==> config.mk <==
export PLATFORM = sky130hd
export DESIGN_NAME = rbd_ctrl
export DESIGN_NICKNAME = d
export VERILOG_FILES = /design/src/rtl/rbd_pkg.sv /design/src/rtl/rbd_ctrl.sv
export SDC_FILE = /design/constraint.sdc
export NUM_CORES = 1
export LEC_CHECK = 0
export ABC_AREA = 1
export BUFFER_PORTS_ARGS = -buffer_cell sky130_fd_sc_hd__buf_2
export CAP_MARGIN = 20
export CORE_AREA = 2 2 39 41
export DETAILED_ROUTE_END_ITERATION = 16
export DIE_AREA = 0 0 41 43
export PLACE_DENSITY = 0.41
export SLEW_MARGIN = 15
export SYNTH_ARGS = -nofsm -noshare
export SYNTH_HDL_FRONTEND = slang
export SYNTH_SLANG_ARGS = --single-unit
==> constraint.sdc <==
create_clock -name clk -period 0.9 [get_ports clk]
set_input_delay 0.135 -clock clk [delete_from_list [all_inputs] [get_ports clk]]
set_output_delay 0.135 -clock clk [all_outputs]
set_load 0.01 [all_outputs]
==> src/rtl/rbd_pkg.sv <==
// Package: sizes, request codes and controller command type for the ring buffer deque.
package rbd_pkg;

  localparam int ENTRIES  = 256;
  localparam int PTR_W    = $clog2(ENTRIES);
  localparam int CNT_W    = PTR_W + 1;
  localparam int REQ_W    = 3;
  localparam int VAL_W    = 16;
  localparam int FILL_W   = 8;
  localparam int FILL_MAX = 255;

  localparam logic [REQ_W-1:0] REQ_PEEK       = 3'd0;
  localparam logic [REQ_W-1:0] REQ_PUSH_FRONT = 3'd1;
  localparam logic [REQ_W-1:0] REQ_PUSH_BACK  = 3'd2;
  localparam logic [REQ_W-1:0] REQ_POP_FRONT  = 3'd3;
  localparam logic [REQ_W-1:0] REQ_POP_BACK   = 3'd4;

  typedef logic [PTR_W-1:0] ptr_t;
  typedef logic [VAL_W-1:0] val_t;

  // Commands from the controller to the datapath, one phase per field.
  typedef struct packed {
    logic accept;    // take the request: write on push, move pointers
    logic rd_a;      // read popped slot and front slot
    logic rd_b;      // capture first reads, read back slot
    logic load_out;  // move the finished result into the output register
  } cmd_t;

endpackage

==> src/rtl/rbd_ctrl.sv <==
// Controller: sequences accept, slot reads and result load for one request at a time.
module rbd_ctrl (
  input  logic          clk,
  input  logic          rst_n,
  input  logic          in_valid,
  output logic          in_ready,
  output logic          out_valid,
  input  logic          out_ready,
  output rbd_pkg::cmd_t cmd
);
  import rbd_pkg::*;

  localparam logic [1:0] S_IDLE = 2'd0;
  localparam logic [1:0] S_RD_A = 2'd1;
  localparam logic [1:0] S_RD_B = 2'd2;
  localparam logic [1:0] S_WB   = 2'd3;

  logic [1:0] state_r, state_nxt;
  logic       out_valid_r, out_valid_nxt;
  logic       out_free;

  assign in_ready  = (state_r == S_IDLE);
  assign out_valid = out_valid_r;
  assign out_free  = !out_valid_r || out_ready;

  always_comb begin
    cmd.accept   = in_valid && (state_r == S_IDLE);
    cmd.rd_a     = (state_r == S_RD_A);
    cmd.rd_b     = (state_r == S_RD_B);
    cmd.load_out = (state_r == S_WB) && out_free;
  end

  always_comb begin
    state_nxt = state_r;
    case (state_r)
      S_IDLE: if (in_valid) state_nxt = S_RD_A;
      S_RD_A: state_nxt = S_RD_B;
      S_RD_B: state_nxt = S_WB;
      S_WB:   if (out_free) state_nxt = S_IDLE;
      default: state_nxt = S_IDLE;
    endcase
  end

  always_comb begin
    out_valid_nxt = out_valid_r;
    if (cmd.load_out) begin
      out_valid_nxt = 1'b1;
    end else if (out_ready) begin
      out_valid_nxt = 1'b0;
    end
  end

  always_ff @(posedge clk) begin
    if (!rst_n) begin
      state_r     <= S_IDLE;
      out_valid_r <= 1'b0;
    end else begin
      state_r     <= state_nxt;
      out_valid_r <= out_valid_nxt;
    end
  end

  // A loaded result is presented in the next cycle.
  a_load_shows: assert property (@(posedge clk) disable iff (!rst_n)
    cmd.load_out |=> out_valid_r)
    else $error("loaded result not presented");

  // An accepted request always starts the read sequence.
  a_accept_reads: assert property (@(posedge clk) disable iff (!rst_n)
    cmd.accept |=> (state_r == S_RD_A))
    else $error("accepted request did not start reads");

  // Never overwrite a result that is still waiting.
  a_no_overwrite: assert property (@(posedge clk) disable iff (!rst_n)
    cmd.load_out |-> (!out_valid_r || out_ready))
    else $error("result register overwritten");

endmodule

==> results of run 1 <==
[state kept, by name (all words and copies together), names as in the netlist]
name / cells
out_valid: 1
state_r: 2
[cell type report]
type	count	area share (%)
clock buffers	4	5.93
well taps	16	4.52
inverters	7	7.06
multi-input cells	19	43.2
flip-flops and latches	3	15.5
repair buffers	14	23.7
[per-stage QoR]
step,hold slack [ps],setup slack (ps),setup TNS [ps]
after global routing,144,-297,-1740
after detailed placement,382,-59.8,-155
after CTS,121,-263,-1470
after global placement,384,-62.7,-188
final,145,-244,-1410
after floorplan,248,-20.4,-42.9
[report_power, final]
part           internal [mW]  leakage (nW)  switching (mW)  total (mW)
logic                  0.494         0.169           0.411       0.905
clock network          0.166        0.0150          0.0711       0.237
registers              0.207        0.0264          0.0875       0.295
[worst max path at each step]
stage | end | from | cells past startpoint | slack (ps)
2_1_floorplan | cmd[0] | state_r[0] | 4 | -20
3_3_place_gp | state_r[1] | state_r[0] | 6 | -60
3_5_place_dp | cmd[0] | state_r[1] | 4 | -60
4_1_cts | cmd[3] | state_r[1] | 5 | -260
5_1_grt | cmd[0] | state_r[0] | 4 | -300
6_report | cmd[0] | state_r[0] | 4 | -240
[layer usage]
layer | global-route usage [%] | share of wire, % | up-vias | wire (microns)
met2 | 13.1 | 62 | 5 | 323
li1 | - | - | 123 | -
met1 | 5.48 | 31 | 111 | 163
met4 | 12.0 | 1.7 | 0 | 9
met5 | 0 | 0 | - | 0
met3 | 4.71 | 5.3 | 2 | 28
[what timing repair did]
item / in CTS / in global routing
resized for setup: 15 / 6
endpoints found under the setup margin: 7 / 7
setup buffers: 2 / 2
pin swaps: 5 / 4
[worst reg2reg max path, delay by kind of cell, from the launching register on]
kind,cells,cell delay [ps]
fa+ha+maj,1,160
flops,1,380
buf+inv,2,200
simple gates,4,240
[synth_stat cells (all sizes together)]
library cell | count | share of area, %
a21boi | 1 | 3.5
a21oi | 3 | 7.0
inv | 7 | 12
dfxtp | 3 | 28
buf | 1 | 3.5
nand2 | 6 | 10
nor2 | 3 | 5.2
ha | 4 | 23
nand3 | 2 | 7.0
[cell families (layout without fill, tap and decap cells)]
group | count (synthesis) | after routing | share of synthesized area (%)
buf+inv | 8 | 25 | 15.7
flops | 3 | 3 | 27.9
compound gates | 4 | 4 | 10.5
fa+ha+maj | 4 | 4 | 23.3
simple gates | 11 | 11 | 22.7
[placed cells by master (no fill, tap or decap), drive strengths merged]
cell,synthesis,final
a21oi,3,3
inv,7,7
a21boi,1,1
nor2,3,3
ha,4,4
dfxtp,3,3
nand2,6,6
buf,1,14
clkbuf,0,4
nand3,2,2
==> results.yml, run 1 <==
floorplanning:
  ios: 10
  fp.dieH_microns: 43
  initial_core_util_pct: 15.6
  die_w_microns: 41
  core_sq_mm: 0.00138
  die_area_sq_mm: 0.00176
  rows: 14
place:
  dp_cells: 55
  hpwl_microns: 348
  place_congestion: 0.621
  placed_cell_area_sq_um: 303
  io_buffer_count: 9
critical_path:
  start_kind: "register"
  cp_num_buf_inv: 2
  path_max_fanout: 3
  critPathCaptureType: "output pin"
  crit_chain: "ha_4 > inv_2 > a21oi_2 > buf_2"
  slowest_delay_ps: 380
  r2r_setup_slack_ps: -170
  timing.rr.start: "state_r[0]"
  cp_top_family: "flip-flops"
  arrival_ps: 1010
  worst-r2r-cell-count: 7
  path_class: "reg -> out"
  crit_slowest_cell: "dfxtp_4"
  crit_required_ps: 760
  r2r-end: "state_r[1]"
timing:
  slew_headroom_pct: 91.8
  finalCritPeriodShare_pct: 127
  setup_slack_ps: -244
  worst_pin_slew_ps: 121
  drv_slew: 0
  rsz0062_at_grt: "yes"
  hold_viol: 0
  min_period_ps: 1140
  clock.fmax_mhz: 874
  fin_skew_ps: 2.25
  finalSetupViolations: 7
status:
  status: "complete, but fails checks"
  violations: "negative setup slack"
route:
  viasPerCell: 3.83
  drc_errors: 0
  ant_nets: 0
  vias: 241
  drtIter0Drc: 2
  firstDrtPassIters: 2
  wl_per_cell_microns: 8.33
  routed_wl_microns: 525
final_layout:
  fin_nets: 56
  fin_area_sq_um: 443
  layout.cells.non_filler: 63
  seqCellArea_sq_um: 68.8
  postLayoutCoreUtil_pct: 32.0
  multi_input_area_sq_um: 191
  n_antenna_cell: 0
  fillers: 146
  area_growth_pct: 106
  drive_gt1_share_pct: 74.5
power_and_ir_drop:
  power_per_cell_area_mw_per_mm2: 3250
  ir_drop_v: 0.000845
  power_mw: 1.44
  p_leak_nw: 0.210
synthesis:
  synth-seq-area-share_pct: 27.9
  syn_area_sq_um: 215
  ys_types: 10
  synth-seq-cells: 3
  synthesis.instances: 30
  postSynthNetCount: 38
  avgSynthCellArea_sq_um: 7.17
  yosys_warnings: 0
cts:
  ctsHoldBuffers: 0
  clkTransAtPathRegs_ps: 40
  cts_tree: "done"
  clk_path_buf_depth: 2
  clk_latency_ps: 230
  cts.htree.levels: 1
  cts.sink_count: 3
  cts_inserted_buffers: 3
  cts-root-buf: "clkbuf_4"
global_route:
  track_usage_pct: 8.64
  grt_overflow: 0
  grt_pass1_wl_microns: 869
  grt_pass1_vias: 230
  grt_max_degree: 5
  antenna_found_initial: 0
run:
  cap_violations: 0
hold_path:
  worst_hold_path.endpoint: "state_r[1]"
  hold_path_depth: 3
  min_path_type: "in -> reg"
  min_from: "rst_n"
No activity file was read; power rests on OpenSTA's default activity.
==> inputs of run 2 (changes only) <==
--- a/config.mk
+++ b/config.mk
@@ -11,6 +11,7 @@
 export CORE_AREA = 2 2 39 41
 export DETAILED_ROUTE_END_ITERATION = 16
 export DIE_AREA = 0 0 41 43
+export GPL_TIMING_DRIVEN = 0
 export PLACE_DENSITY = 0.41
 export SLEW_MARGIN = 15
 export SYNTH_ARGS = -nofsm -noshare
==> run 2 against run 1 <==
Compared with the run above:
- the flow still finishes with violations (negative setup slack)
- register-to-register slack gained 40 ps
- clock power shrank 3%
- core utilization shrank 4.2 points
- sequential cell count unchanged
- combinational power fell by 29%
- setup slack lost 12 ps
- critical path depth grew 1
- final area decreased by 13%
- largest cell class unchanged
==> results.yml, run 2 (synthesized netlist as in run 1, its figures left out) <==
status:
  status: "complete, but fails checks"
  violations: "negative setup slack"
cts:
  ctsHoldBuffers: 0
  cts_tree: "done"
  cts_inserted_buffers: 3
  clk_path_buf_depth: 2
  clkTransAtPathRegs_ps: 40
  clk_latency_ps: 230
  cts-root-buf: "clkbuf_4"
  cts.htree.levels: 1
  cts.sink_count: 3
final_layout:
  largest-register: "state_r"
  multi_input_area_sq_um: 160
  seqCellArea_sq_um: 68.8
  final_cell_mix: "buf_2 (5), nand2_1 (4), buf_6 (4)"
  fillers: 155
  fin_nets: 52
  n_antenna_cell: 0
  drive_gt1_share_pct: 65.1
  area_growth_pct: 78.5
  final_common_cell: "buf_2"
  largest_reg_flops: 2
floorplanning:
  core_sq_mm: 0.00138
  initial_core_util_pct: 15.6
  ios: 10
  fp.dieH_microns: 43
  rows: 14
  die_area_sq_mm: 0.00176
  die_w_microns: 41
critical_path:
  path_max_fanout: 4
  path_class: "reg -> out"
  arrival_ps: 1020
  crit_required_ps: 760
  crit_slowest_cell: "dfxtp_4"
  critPathCaptureType: "output pin"
  start_kind: "register"
  slowest_delay_ps: 380
  crit_chain: "inv_4 > ha_4 > nand2_2 > inv_2 > buf_6"
power_and_ir_drop:
  p_leak_nw: 0.179
  ir_drop_v: 0.000765
  power_mw: 1.17
  power_per_cell_area_mw_per_mm2: 3050
timing:
  fin_skew_ps: 3.34
  worst_pin_slew_ps: 131
  hold_viol: 0
  slew_headroom_pct: 91.2
  setup_slack_ps: -256
  finalSetupViolations: 7
  finalCritPeriodShare_pct: 128
  drv_slew: 0
  clock.fmax_mhz: 865
  rsz0062_at_grt: "yes"
  min_period_ps: 1160
global_route:
  grt_max_degree: 5
  antenna_found_initial: 0
  grt_overflow: 0
  track_usage_pct: 6.61
  grt_pass1_wl_microns: 759
  grt_pass1_vias: 204
route:
  vias: 224
  routed_wl_microns: 422
  ant_nets: 0
  drc_errors: 0
  wl_per_cell_microns: 7.15
  drtIter0Drc: 6
  firstDrtPassIters: 4
  viasPerCell: 3.80
place:
  io_buffer_count: 9
  place_congestion: 0.602
  hpwl_microns: 329
  pre_cts_ws_ps: -162
hold_path:
  min_path_type: "in -> reg"
run:
  cap_violations: 0
## run 2: cell count changes in the layout (fill, tap and decap cells not counted), sizes merged
cell,change
buf,-4
## run 2: final cells by class
type	count	area share, %
clock buffers	4	6.84
inverters	7	8.14
flip-flops and latches	3	17.9
well taps	16	5.21
multi-input cells	19	41.7
repair buffers	10	20.2
## run 2: what timing repair did
item,4_1_cts,5_1_grt
buffers inserted,1,0
pin swaps,1,2
setup endpoints to repair,7,7
gates resized for setup,10,5
cloned,0,0
## run 2: final timing paths
path,cells past startpoint,endpoint,startpoint,slack (ps)
setup reg to reg,5,state_r[1],state_r[1],-130
hold / removal,3,state_r[1],rst_n,150
setup / recovery,5,cmd[3],state_r[1],-260
hold reg to reg,2,out_valid,out_valid,500
## run 2: report_power, final
group	total, mW	leakage [nW]	internal, mW	switching, mW
Clock	0.230	0.0150	0.166	0.0643
Sequential	0.300	0.0264	0.208	0.0923
Combinational	0.643	0.138	0.344	0.299
## run 2: routing by layer
layer / global-route usage (%) / vias up / wire length, microns
met5: 0 / - / 0
met4: 8.00 / 0 / 0
met3: 1.57 / 0 / 29
met2: 7.81 / 9 / 216
met1: 8.31 / 97 / 175
li1: - / 118 / -
## run 2: critical path, delay by kind of cell (launching register included)
family        cells  cell delay, ps
fa+ha+maj         1             160
simple gates      1              60
buf+inv           3             180
flops             1             380
## run 2: metrics by stage
step           hold WS [ps]  cells  TNS, ps  util, %  instance area [sq um]
2_1_floorplan           248     30    -42.9        -                    238
3_3_place_gp            389     55     -348     21.9                    303
3_5_place_dp            386     55     -310     21.9                    303
4_1_cts                 139     59    -1390     26.5                    367
5_1_grt                 169     59    -1610     27.8                    384
6_report                151     59    -1280     27.8                    384
==> inputs of run 3 (changes only) <==
--- a/config.mk
+++ b/config.mk
@@ -5,7 +5,6 @@
 export SDC_FILE = /design/constraint.sdc
 export NUM_CORES = 1
 export LEC_CHECK = 0
-export ABC_AREA = 1
 export BUFFER_PORTS_ARGS = -buffer_cell sky130_fd_sc_hd__buf_2
 export CAP_MARGIN = 20
 export CORE_AREA = 2 2 39 41
==> constraint.sdc (replaced) <==
create_clock -name clk -period 0.9 [get_ports clk]
set_input_delay 0.09 -clock clk [delete_from_list [all_inputs] [get_ports clk]]
set_output_delay 0.09 -clock clk [all_outputs]
set_load 0.01 [all_outputs]
==> run 3 against run 2 <==
Compared with the run above:
- the flow still finishes with violations (negative setup slack)
- core utilization rose by 0.72 points
- sequential power barely moved
- setup slack gained 0.71 ps
- global-route usage shrank 0.50 points
- largest cell class unchanged
- largest power group unchanged
==> results.yml, run 3 <==
timing:
  finalCritPeriodShare_pct: 128
  hold_slack_ps: 125
  setup_slack_ps: -255
  rsz0062_at_grt: "yes"
  min_period_ps: 1160
  slew_headroom_pct: 92.7
  finalSetupViolations: 7
  worst_pin_slew_ps: 107
  fin_skew_ps: 2.63
  hold_viol: 0
  clock.fmax_mhz: 865
  drv_slew: 0
cts:
  cts_inserted_buffers: 3
  ctsHoldBuffers: 0
  cts.htree.levels: 1
  clk_latency_ps: 230
  cts_tree: "done"
  cts.sink_count: 3
  clkTransAtPathRegs_ps: 40
  clk_path_buf_depth: 2
  cts-root-buf: "clkbuf_4"
critical_path:
  path_class: "reg -> reg"
  cp_top_family: "flip-flops"
  crit_required_ps: 1020
  cp_num_buf_inv: 0
  r2r_setup_slack_ps: -260
  slowest_delay_ps: 360
  crit_slowest_cell: "dfxtp_4"
  start_kind: "register"
  critPathCaptureType: "register"
  path_max_fanout: 3
  crit_chain: "ha_4 > and3b_1 > o31a_1 > o21a_1"
  arrival_ps: 1270
route:
  wl_per_cell_microns: 8.43
  firstDrtPassIters: 1
  wl_met1_microns: 161
  vias: 192
  top_layer_used: "met3"
  drc_errors: 0
  drtIter0Drc: 0
  wl_met2_microns: 257
  wl_met3_microns: 27
  viasPerCell: 3.62
  routed_wl_microns: 447
  ant_nets: 0
synthesis:
  yosysTopAreaCell: "dfxtp_1"
  yosys-top-cells-area: "dfxtp_1 (29%), ha_1 (24%), o21a_1 (7.2%)"
  synth_most_common_cell: "ha_1"
  synth_enable_flop_cells: 0
  synth_compound_area_share_pct: 15.6
  synthesis.instances: 22
  synth_top_area_share_pct: 28.7
  ys_types: 13
  synth.area.mux_share_pct: 4.79
  synth-seq-cells: 3
  yosys.area_share.simple_pct: 18.0
  synth_ff_type: "dfxtp_1"
  synth_top_family_by_area: "adder cells"
  synth-seq-area-share_pct: 28.7
  synth_commonest_cells: "ha_1 (4), dfxtp_1 (3), inv_1 (3)"
  synth_xor_area_share_pct: 0
  async_flop_share_pct: 0
  syn_area_sq_um: 209
  avgSynthCellArea_sq_um: 9.50
  postSynthNetCount: 30
  synth_fa_ha_area_share_pct: 24.0
  yosys_warnings: 0
power_and_ir_drop:
  pwr-share-comb_pct: 60.0
  internal-power_uw: 844
  p_leak_nw: 0.182
  p_sw_uw: 486
  power.share.sequential_pct: 22.5
  ir_drop_v: 0.000795
  clockPowerShare_pct: 17.4
  power_per_cell_area_mw_per_mm2: 3370
  swShare_pct: 36.5
place:
  hpwl_microns: 341
  pre_cts_ws_ps: -259
  place_congestion: 0.548
  placed_cell_area_sq_um: 293
  io_buffer_count: 9
hold_path:
  min_path_type: "in -> reg"
global_route:
  grt_overflow: 0
  grt_pass1_vias: 198
  antenna_found_initial: 0
  track_usage_pct: 6.11
  grt_pass1_wl_microns: 669
  grt_max_degree: 5
floorplanning:
  rows: 14
  initial_core_util_pct: 15.1
  core_sq_mm: 0.00138
  fp.dieH_microns: 43
  die_area_sq_mm: 0.00176
  die_w_microns: 41
  ios: 10
final_layout:
  largest_reg_flops: 2
  final_cell_mix: "buf_2 (6), ha_4 (3), clkbuf_4 (3), buf_6 (3), buf_4 (3)"
  multi_input_area_sq_um: 178
  seqCellArea_sq_um: 67.6
  fin_nets: 46
  n_antenna_cell: 0
  final_common_cell: "buf_2"
  drive_gt1_share_pct: 70.3
  fin_area_sq_um: 394
  fillers: 151
  area_growth_pct: 88.6
  largest-register: "state_r"
status:
  violations: "negative setup slack"
  status: "complete, but fails checks"
run:
  cap_violations: 0
-- run 3: cell count changes in the layout (fill, tap and decap cells not counted), moves of 2 or more --
cell,previous run,this run
ha_2,2,0
o21a_1,0,2
nand2_1,4,2
a21oi_1,2,0
inv_1,3,1
buf_4,1,3
nor2_1,3,0
inv_2,2,0
nand2_2,2,0
-- run 3: area by class of cell --
| cell class | count | share of cell area, % |
|---|---|---|
| clock buffers | 4 | 6.67 |
| multi-input cells | 15 | 45.1 |
| flip-flops and latches | 3 | 17.1 |
| well taps | 16 | 5.08 |
| inverters | 3 | 4.13 |
| repair buffers | 12 | 21.9 |
-- run 3: cell families after synthesis --
group,count (synthesis)
buf+inv,4
fa+ha+maj,4
flops,3
simple gates,6
compound gates,4
mux,1
-- run 3: final timing paths --
| path | start | end | cells past startpoint |
|---|---|---|---|
| worst max-delay path | state_r[1] | state_r[0] | 4 |
| worst min-delay path | rst_n | out_valid | 2 |
| worst max register to register | state_r[1] | state_r[0] | 4 |
| worst min register to register | state_r[0] | state_r[0] | 2 |
-- run 3: power by group through the flow --
stage	sequential [mW]	clock, mW	combinational, mW
after floorplan	0.247	0	0.409
after global placement	0.254	0	0.537
after detailed placement	0.257	0	0.566
after CTS	0.302	0.247	0.738
after global routing	0.310	0.262	0.887
final	0.300	0.232	0.798
-- run 3: repair_timing --
item / 4_1_cts / 5_1_grt
resized for setup: 10 / 3
pin swaps: 2 / 1
endpoints found under the setup margin: 7 / 7
gates cloned: 0 / 0
setup buffers: 3 / 0
hold endpoints to repair: 0 / 0
-- run 3: metrics by stage --
step                util [%]  power (mW)  setup TNS (ps)  std cells
floorplan                  -       0.656            -351         22
finish                  28.5        1.33           -1420         53
global route            28.5        1.46           -1720         53
detailed placement      21.2       0.822            -675         47
global placement        21.2       0.791            -653         47
CTS                     27.1        1.29           -1480         53
-- run 3: routing by layer --
| metal | up-vias | GRT usage (%) |
|---|---|---|
| met4 | 0 | 6.00 |
| met2 | 5 | 10.3 |
| met1 | 88 | 4.15 |
| li1 | 99 | - |
| met5 | - | 0 |
| met3 | 0 | 3.14 |
